## src/hdl/bgr_pkg.sv

```systemverilog
// Shared types, constants and helper functions of the glyph row renderer.
package bgr_pkg;

  localparam int CODE_BITS = 16;
  localparam int CODE_SPACE = 1 << CODE_BITS;
  localparam int GLYPH_BITS = 12;
  localparam int ROW_BITS = 5;
  localparam int GLYPH_ADDR_BITS = GLYPH_BITS + ROW_BITS;
  localparam int GLYPH_WORDS = 1 << GLYPH_ADDR_BITS;
  localparam int MAX_GLYPH_HEIGHT = 32;
  localparam int MAX_GLYPH_WIDTH = 32;
  localparam int Q_DEPTH = 4;
  localparam int Q_PTR_W = 2;
  localparam int Q_CNT_W = 3;

  localparam logic [1:0] CMD_MAP  = 2'd0;
  localparam logic [1:0] CMD_ROW  = 2'd1;
  localparam logic [1:0] CMD_DRAW = 2'd2;

  localparam logic [2:0] REG_ORIGIN_X     = 3'd0;
  localparam logic [2:0] REG_ORIGIN_Y     = 3'd1;
  localparam logic [2:0] REG_CLIP_LEFT    = 3'd2;
  localparam logic [2:0] REG_CLIP_RIGHT   = 3'd3;
  localparam logic [2:0] REG_CLIP_TOP     = 3'd4;
  localparam logic [2:0] REG_CLIP_BOTTOM  = 3'd5;
  localparam logic [2:0] REG_GLYPH_WIDTH  = 3'd6;
  localparam logic [2:0] REG_GLYPH_HEIGHT = 3'd7;

  localparam logic [20:0] COMB_A_LO = 21'h00300;
  localparam logic [20:0] COMB_A_HI = 21'h0036F;
  localparam logic [20:0] COMB_B_LO = 21'h0FE20;
  localparam logic [20:0] COMB_B_HI = 21'h0FE2F;
  localparam logic [CODE_BITS-1:0] FALLBACK_CP = 16'hFFFD;

  typedef struct packed {
    logic signed [14:0] origin_x;
    logic signed [14:0] origin_y;
    logic [11:0]        clip_left;
    logic [11:0]        clip_right;
    logic [11:0]        clip_top;
    logic [11:0]        clip_bottom;
    logic [5:0]         glyph_width;
    logic [5:0]         glyph_height;
  } cfg_t;

  typedef struct packed {
    logic                   is_draw;
    logic [GLYPH_BITS-1:0]  glyph;
    logic [ROW_BITS-1:0]    row;
    logic [31:0]            bits;
    logic signed [17:0]     x0;
    logic [15:0]            pen_after;
    logic                   last;
  } q_entry_t;

  typedef struct packed {
    logic               empty;
    logic [Q_CNT_W-1:0] count;
  } q_status_t;

  typedef struct packed {
    logic               row_valid;
    logic signed [15:0] pixel_x;
    logic signed [15:0] pixel_y;
    logic [31:0]        row_mask;
    logic [15:0]        pen_after;
    logic               last;
  } r_entry_t;

  function automatic logic [5:0] sat_dim(input logic [5:0] v, input logic [5:0] lim);
    return (v > lim) ? lim : v;
  endfunction

  function automatic logic [5:0] clamp_dim(input logic signed [18:0] v, input logic [5:0] hi);
    if (v < 19'sd0) begin
      return 6'd0;
    end
    if (v > $signed({13'b0, hi})) begin
      return hi;
    end
    return v[5:0];
  endfunction

  function automatic logic [31:0] low_bits(input logic [5:0] n);
    logic [32:0] t;
    t = (33'd1 << n) - 33'd1;
    return t[31:0];
  endfunction

endpackage

```

## src/hdl/bgr_queue.sv

```systemverilog
// Short work queue between the front end and the back end.
module bgr_queue (
  input  logic                clk,
  input  logic                rst,
  input  logic                wr,
  input  bgr_pkg::q_entry_t   wr_data,
  input  logic                rd,
  output bgr_pkg::q_entry_t   rd_data,
  output bgr_pkg::q_status_t  status
);

  bgr_pkg::q_entry_t slots [0:bgr_pkg::Q_DEPTH-1];
  logic [bgr_pkg::Q_PTR_W-1:0] wr_ptr;
  logic [bgr_pkg::Q_PTR_W-1:0] rd_ptr;
  logic [bgr_pkg::Q_CNT_W-1:0] count;
  logic do_rd;

  assign do_rd = rd && (count != '0);
  assign rd_data = slots[rd_ptr];
  assign status.empty = (count == '0);
  assign status.count = count;

  always_ff @(posedge clk) begin
    if (wr) begin
      slots[wr_ptr] <= wr_data;
    end
  end

  always_ff @(posedge clk) begin
    if (rst) begin
      wr_ptr <= '0;
      rd_ptr <= '0;
      count  <= '0;
    end else begin
      if (wr) begin
        wr_ptr <= wr_ptr + 1'b1;
      end
      if (do_rd) begin
        rd_ptr <= rd_ptr + 1'b1;
      end
      count <= count + {2'b0, wr} - {2'b0, do_rd};
    end
  end

endmodule

```

## config.mk

```make
export PLATFORM = sky130hd
export DESIGN_NAME = bgr_queue
export DESIGN_NICKNAME = d
export VERILOG_FILES = /design/src/hdl/bgr_pkg.sv /design/src/hdl/bgr_queue.sv
export SDC_FILE = /design/constraint.sdc
export NUM_CORES = 1
export LEC_CHECK = 0
export BUFFER_PORTS_ARGS = -buffer_cell sky130_fd_sc_hd__buf_2
export CAP_MARGIN = 30
export CORE_MARGIN = 1.5
export CORE_UTILIZATION = 47
export CTS_CLUSTER_DIAMETER = 200
export DETAILED_ROUTE_END_ITERATION = 16
export PLACE_DENSITY_LB_ADDON = 0.25
export SYNTH_ARGS = -nofsm -noshare
export SYNTH_HDL_FRONTEND = slang
export SYNTH_SLANG_ARGS = --single-unit
```

## constraint.sdc

```tcl
create_clock -name clk -period 4.7 [get_ports clk]
set_input_delay 0.235 -clock clk [delete_from_list [all_inputs] [get_ports clk]]
set_output_delay 0.235 -clock clk [all_outputs]
set_load 0.01 [all_outputs]
```

==> impl_metrics.env, run 1 <==
export IMPL_areaGrowthSynthToFinish_pct=24.9
export IMPL_finalHoldViolCount=0
export IMPL_max_freq_mhz=364
export IMPL_dpl_worst_slack_ns=2.35
export IMPL_ios=178
export IMPL_clk_pin_slew_ns=0.06
export IMPL_final_setup_tns_ns=0
export IMPL_hp_start="rst"
export IMPL_crit_type="flip-flop to primary output"
export IMPL_netlist_instances=488
export IMPL_first_pass_iters=4
export IMPL_grt_setup_unrepaired="no"
export IMPL_antenna_found_initial=1
export IMPL_cts_tree="yes"
export IMPL_htreeDepth=2
export IMPL_p_per_area_nw_per_um2=475
export IMPL_synth_top_area_share_pct=79.9
export IMPL_drcViolationCount=0
export IMPL_clock_skew_ns=0.00935
export IMPL_path_max_fanout=41
export IMPL_numCtsBuffers=36
export IMPL_core_area_um2=26800
export IMPL_grt_pass1_wl_mm=37.3
export IMPL_drive_gt1_share_pct=41.0
export IMPL_arrival_ns=2.51
export IMPL_stdcell_area_um2=16000
export IMPL_hpwlAfterDp_mm=13.9
export IMPL_synth_fp_nets=584
export IMPL_end_kind="primary output"
export IMPL_nNetsFinal=873
export IMPL_min_path_type="primary input to flip-flop"
export IMPL_fillers=1917
export IMPL_cp_slowest_cell="mux4_2"
export IMPL_path_cells="buf_16 -> buf_12 -> mux4_2 -> buf_2"
export IMPL_cap_violations=0
export IMPL_cts_hold_buffers_added=85
export IMPL_yosysSeqAreaShare_pct=81.3
export IMPL_cts_max_path_buffers=3
export IMPL_status="finished, final reports clean"
export IMPL_finalSetupViolations=0
export IMPL_clock_sinks=349
export IMPL_ant_nets=0
export IMPL_r2r_start="wr_ptr[0]"
export IMPL_worstMarginPinSlew_ns=0.895
export IMPL_die_h_um=168
export IMPL_maxSlewHeadroom_pct=40.3
export IMPL_overflow=0
export IMPL_cts_setup_buffers=0
export IMPL_die_w_um=168
export IMPL_max_vdd_ir_drop_uv=344
export IMPL_final_common_cell="edfxtp_1"
export IMPL_grt_max_degree=57
export IMPL_post_drt_wl_per_cell_um=20.9
export IMPL_root_buffer="clkbuf_16"
export IMPL_final_period_utilization_pct=58.4
export IMPL_leakage_nw=5.44
export IMPL_critical_path_max_stage_delay_ns=0.59
export IMPL_gp_congestion=0.739
export IMPL_vias=6044
export IMPL_start_kind="flip-flop"
export IMPL_netlist_area_um2=12800
export IMPL_start_util_pct=47.7
export IMPL_yosys_warnings=0
export IMPL_grt_usage_pct=17.4
export IMPL_final_core_util_pct=59.6
export IMPL_cts_repair_resized=0
export IMPL_drv_slew=0
export IMPL_final_cell_mix="340 x edfxtp_1, 177 x buf_2, 85 x mux4_2, 85 x dlygate4sd3_1, 37 x clkbuf_16"
export IMPL_clk_latency_ns=0.49
export IMPL_via_per_inst=5.29
export IMPL_setup_ws_ns=1.95
export IMPL_syn_avg_cell_area_um2=26.2
export IMPL_first_iter_violations=420
export IMPL_crit_family="buffers and inverters"
export IMPL_die_area_um2=28200
export IMPL_placed_cell_area_um2=14100
export IMPL_crit_buf_inv=3
export IMPL_worstPathRequired_ns=4.47
export IMPL_synth_distinct_cells=22
export IMPL_ys_seq_elements=349
export IMPL_fin_crit_ns=2.75
export IMPL_totalWireLength_mm=23.8
export IMPL_synthTopCellsByArea="edfxtp_1 80%, mux4_2 15%, dfxtp_1 1.4%"
export IMPL_grt_pass1_vias=6707
export IMPL_io_buffers=177
export IMPL_rows=60
export IMPL_yosys_area_top_type="edfxtp_1"
-- area by class of cell --
class / count / area, µm² / area share (%)
clock inverters: 16 / 101 / 0.635
flip-flops and latches: 349 / 10400 / 65.1
inverters: 5 / 18.8 / 0.118
repair buffers: 271 / 1880 / 11.8
multi-input cells: 114 / 2180 / 13.7
clock buffers: 45 / 956 / 5.99
diodes: 1 / 2.50 / 0.0157
well taps: 341 / 427 / 2.67
-- worst register-to-register path, stage by stage, from the launching register on --
cell	delay (ns)
dfxtp_1	0.35
inv_1	0.11
ha_1	0.16
and2_4	0.69
buf_4	0.65
-- path summary, 6_finish.rpt --
kind | endpoint | slack (ns) | depth (start not counted)
setup / recovery | rd_data[83] | 1.95 | 4
hold / removal | count[1] | 0.03 | 2
setup reg to reg | slots[0][14] | 2.37 | 4
hold reg to reg | wr_ptr[1] | 0.57 | 2
-- synth_stat cells --
cell type  number
and2_1          4
buf_1           3
buf_12          6
buf_2           6
buf_4           3
buf_6           1
clkbuf_1        1
dfxtp_1         9
edfxtp_1      340
fa_1            1
ha_1            6
inv_1           5
mux2_2          3
mux2i_1         1
mux4_2         85
nor2_1          6
nor2b_1         3
nor3_1          1
o311ai_0        1
o31a_1          1
xnor2_1         1
xnor3_1         1
-- power by group --
group          total [mW]  internal, mW  switching [mW]
clock network        2.55          1.49            1.06
registers            3.68          3.59          0.0881
logic                1.36         0.707           0.657
total                7.59          5.79            1.80
-- per-layer routing --
layer | global-route usage [%] | wire length [µm] | vias to the layer above
met1 | 22.8 | 10000 | 3160
met3 | 4.00 | 1390 | 31
met2 | 29.8 | 12100 | 181
met5 | 0 | 0 | -
met4 | 4.07 | 331 | 0
li1 | - | - | 2672
-- flip-flops by register name, summed over array words and instances (netlist names), named ones only --
name and cells:
wr_ptr 2, count 3, rd_ptr 2, slots 340
-- stage by stage --
stage / hold slack [ns] / std cells / total power [mW]
5_1_grt: 0.0286 / 1142 / 7.90
3_3_place_gp: 0.444 / 992 / 5.02
3_5_place_dp: 0.451 / 995 / 5.08
4_1_cts: 0.00128 / 1141 / 7.71
2_1_floorplan: 0.334 / 488 / 4.64
6_report: 0.0258 / 1142 / 7.59
-- cell families (layout without fill, tap and decap cells) --
group,after synthesis,after routing,synth area share [%]
buffers and inverters,25,337,1.70
AND/OR/NAND/NOR,14,14,0.558
AO/OA/AOI/OAI,2,2,0.137
other,0,1,0
adder cells (fa/ha/maj),7,7,0.744
XOR/XNOR,2,2,0.245
flip-flops,349,349,81.3
multiplexers,89,89,15.3
(Power assumes the default switching activity.)
==> run 2, diff against run 1 <==
--- a/config.mk
+++ b/config.mk
@@ -5,6 +5,7 @@
 export SDC_FILE = /design/constraint.sdc
 export NUM_CORES = 1
 export LEC_CHECK = 0
+export ABC_AREA = 1
 export BUFFER_PORTS_ARGS = -buffer_cell sky130_fd_sc_hd__buf_2
 export CAP_MARGIN = 30
 export CORE_MARGIN = 1.5
==> constraint.sdc (replaced) <==
create_clock -name clk -period 2.2 [get_ports clk]
set_input_delay 0.11 -clock clk [delete_from_list [all_inputs] [get_ports clk]]
set_output_delay 0.11 -clock clk [all_outputs]
set_load 0.01 [all_outputs]
==> impl_metrics.env, run 2 <==
export IMPL_status="finished, final reports clean"
export IMPL_pwr_share_seq_pct=45.5
export IMPL_die_h_um=169
export IMPL_netSwitchingFraction_pct=27.5
export IMPL_finalSetupViolations=0
export IMPL_die_area_um2=28700
export IMPL_synth_fp_nets=978
export IMPL_finalPower_mw=17.0
export IMPL_leakage_nw=5.81
export IMPL_clk_latency_ns=0.50
export IMPL_worstPathRequired_ns=2.09
export IMPL_ys_flop_type="edfxtp_1"
export IMPL_fin_crit_ns=2.05
export IMPL_ff2ff_setup_slack_ns=0.27
export IMPL_clockPowerShare_pct=33.4
export IMPL_first_iter_violations=476
export IMPL_root_buffer="clkbuf_16"
export IMPL_clock_sinks=349
export IMPL_io_buffers=177
export IMPL_max_flop_register="slots"
export IMPL_p_comb_share_pct=21.0
export IMPL_yosysMostFrequentCell="edfxtp_1"
export IMPL_die_w_um=169
export IMPL_ant_nets=0
export IMPL_maxSlewHeadroom_pct=70.8
export IMPL_synth_edf_count=340
export IMPL_drv_slew=0
export IMPL_arrival_ns=1.94
export IMPL_overflow=0
export IMPL_hpwlAfterDp_mm=14.6
export IMPL_cts_setup_buffers=0
export IMPL_grt_usage_pct=18.8
export IMPL_numCtsBuffers=36
export IMPL_worstMarginPinSlew_ns=0.439
export IMPL_grt_max_degree=87
export IMPL_clock_skew_ns=0.00850
export IMPL_max_freq_mhz=488
export IMPL_multi_input_area_um2=2250
export IMPL_wl_met1_mm=11.6
export IMPL_routed_top_layer="met4"
export IMPL_diodes=0
export IMPL_final_cell_mix="340 x edfxtp_1, 178 x nor2_1, 177 x buf_2"
export IMPL_netlist_instances=882
export IMPL_yosysSeqAreaShare_pct=79.8
export IMPL_post_drt_wl_per_cell_um=17.4
export IMPL_synthTopCellsByCount="340 x edfxtp_1, 178 x nor2_1, 149 x o21ai_0"
export IMPL_areaGrowthSynthToFinish_pct=26.2
export IMPL_reg_top3="slots x340, count x3"
export IMPL_final_common_cell="edfxtp_1"
export IMPL_yosys_warnings=0
export IMPL_ys_seq_elements=349
export IMPL_antenna_found_initial=0
export IMPL_seq_area_um2=10400
export IMPL_totalWireLength_mm=26.9
export IMPL_path_max_fanout=36
export IMPL_nNetsFinal=1247
export IMPL_cts_max_path_buffers=3
export IMPL_yosys_area_top_type="edfxtp_1"
export IMPL_final_setup_tns_ns=0
export IMPL_final_period_utilization_pct=93.1
export IMPL_max_vdd_ir_drop_uv=611
export IMPL_power_switching_mw=4.67
export IMPL_drcViolationCount=0
export IMPL_min_path_type="primary input to flip-flop"
export IMPL_grt_pass1_wl_mm=41.6
export IMPL_core_area_um2=27100
export IMPL_dr_wl_met3_mm=1.75
export IMPL_vias=8017
export IMPL_wl_met2_mm=13.1
export IMPL_cts_tree="yes"
export IMPL_start_util_pct=48.0
export IMPL_largest_reg_flops=340
export IMPL_gp_congestion=0.729
export IMPL_rows=60
export IMPL_via_per_inst=5.18
export IMPL_grt_pass1_vias=7918
export IMPL_fillers=2065
export IMPL_drive_gt1_share_pct=22.6
export IMPL_placed_cell_area_um2=14400
export IMPL_synth_distinct_cells=19
export IMPL_stdcell_area_um2=16400
export IMPL_ios=178
export IMPL_netlist_area_um2=13000
export IMPL_synthTopCellsByArea="edfxtp_1 78%, o21ai_0 5.7%, nor2_1 5.1%"
export IMPL_p_per_area_nw_per_um2=1030
export IMPL_clk_pin_slew_ns=0.06
export IMPL_finalHoldViolCount=0
export IMPL_start_kind="flip-flop"
export IMPL_first_pass_iters=5
export IMPL_crit_type="flip-flop to primary output"
export IMPL_async_reset_ff_share_pct=0
export IMPL_htreeDepth=2
export IMPL_syn_avg_cell_area_um2=14.8
export IMPL_cap_violations=0
export IMPL_synth_top_area_share_pct=78.4
export IMPL_end_kind="primary output"
export IMPL_grt_setup_unrepaired="no"
export IMPL_power_internal_mw=12.3
-- run 2: layout make-up --
type	instances	area share, %
inverter	18	0.533
clock inverter	14	0.708
sequential	349	63.3
timing repair buffer	286	12.9
clock buffer	48	6.01
tap	372	2.83
multi-input combinational	460	13.7
-- run 2: repair_timing --
action | 4_1_cts | 5_1_grt
gates resized for setup | 0 | 3
endpoints found under the setup margin | 0 | 31
hold buffers | 88 | 0
endpoints found under the hold margin | 349 | 0
-- run 2: metal layers --
metal / up-vias / track usage [%]
li1: 3864 / -
met1: 3893 / 23.8
met2: 220 / 32.2
met3: 40 / 4.64
met4: 0 / 5.23
met5: - / 0
-- run 2: cells by family after synthesis --
kind of cell / Yosys count / synth area share [%]
flops: 349 / 79.8
fa+ha+maj: 7 / 0.731
buf+inv: 73 / 3.02
simple gates: 191 / 5.53
compound gates: 262 / 10.9
-- run 2: power groups by stage --
stage	clock network [mW]	logic, mW	registers, mW
global route	6.04	3.95	7.76
finish	5.68	3.57	7.74
CTS	5.79	3.59	7.74
detailed placement	0	3.45	7.88
global placement	0	3.41	7.87
floorplan	0	2.14	7.85
-- run 2: critical path, cell delays in order (launching register included) --
cell	delay (ns)
dfxtp_4	0.37
inv_6	0.24
buf_4	0.31
nor2_1	0.06
o22ai_1	0.25
buf_2	0.19
-- run 2: worst paths after layout --
kind,endpoint,start,cells past startpoint
max,rd_data[70],flip-flop,5
min,count[1],rst,3
max reg2reg,count[2],count[1],11
min reg2reg,wr_ptr[1],wr_ptr[1],2
-- run 2: through the flow --
step	cells	hold WS (ns)	setup WS [ns]	utilization [%]
2_1_floorplan	882	0.177	-0.0354	-
6_report	1547	0.336	0.152	60.6
3_3_place_gp	1397	0.301	0.291	53.2
3_5_place_dp	1397	0.298	0.271	53.2
5_1_grt	1547	0.338	0.00891	60.6
4_1_cts	1547	0.309	0.0307	60.6
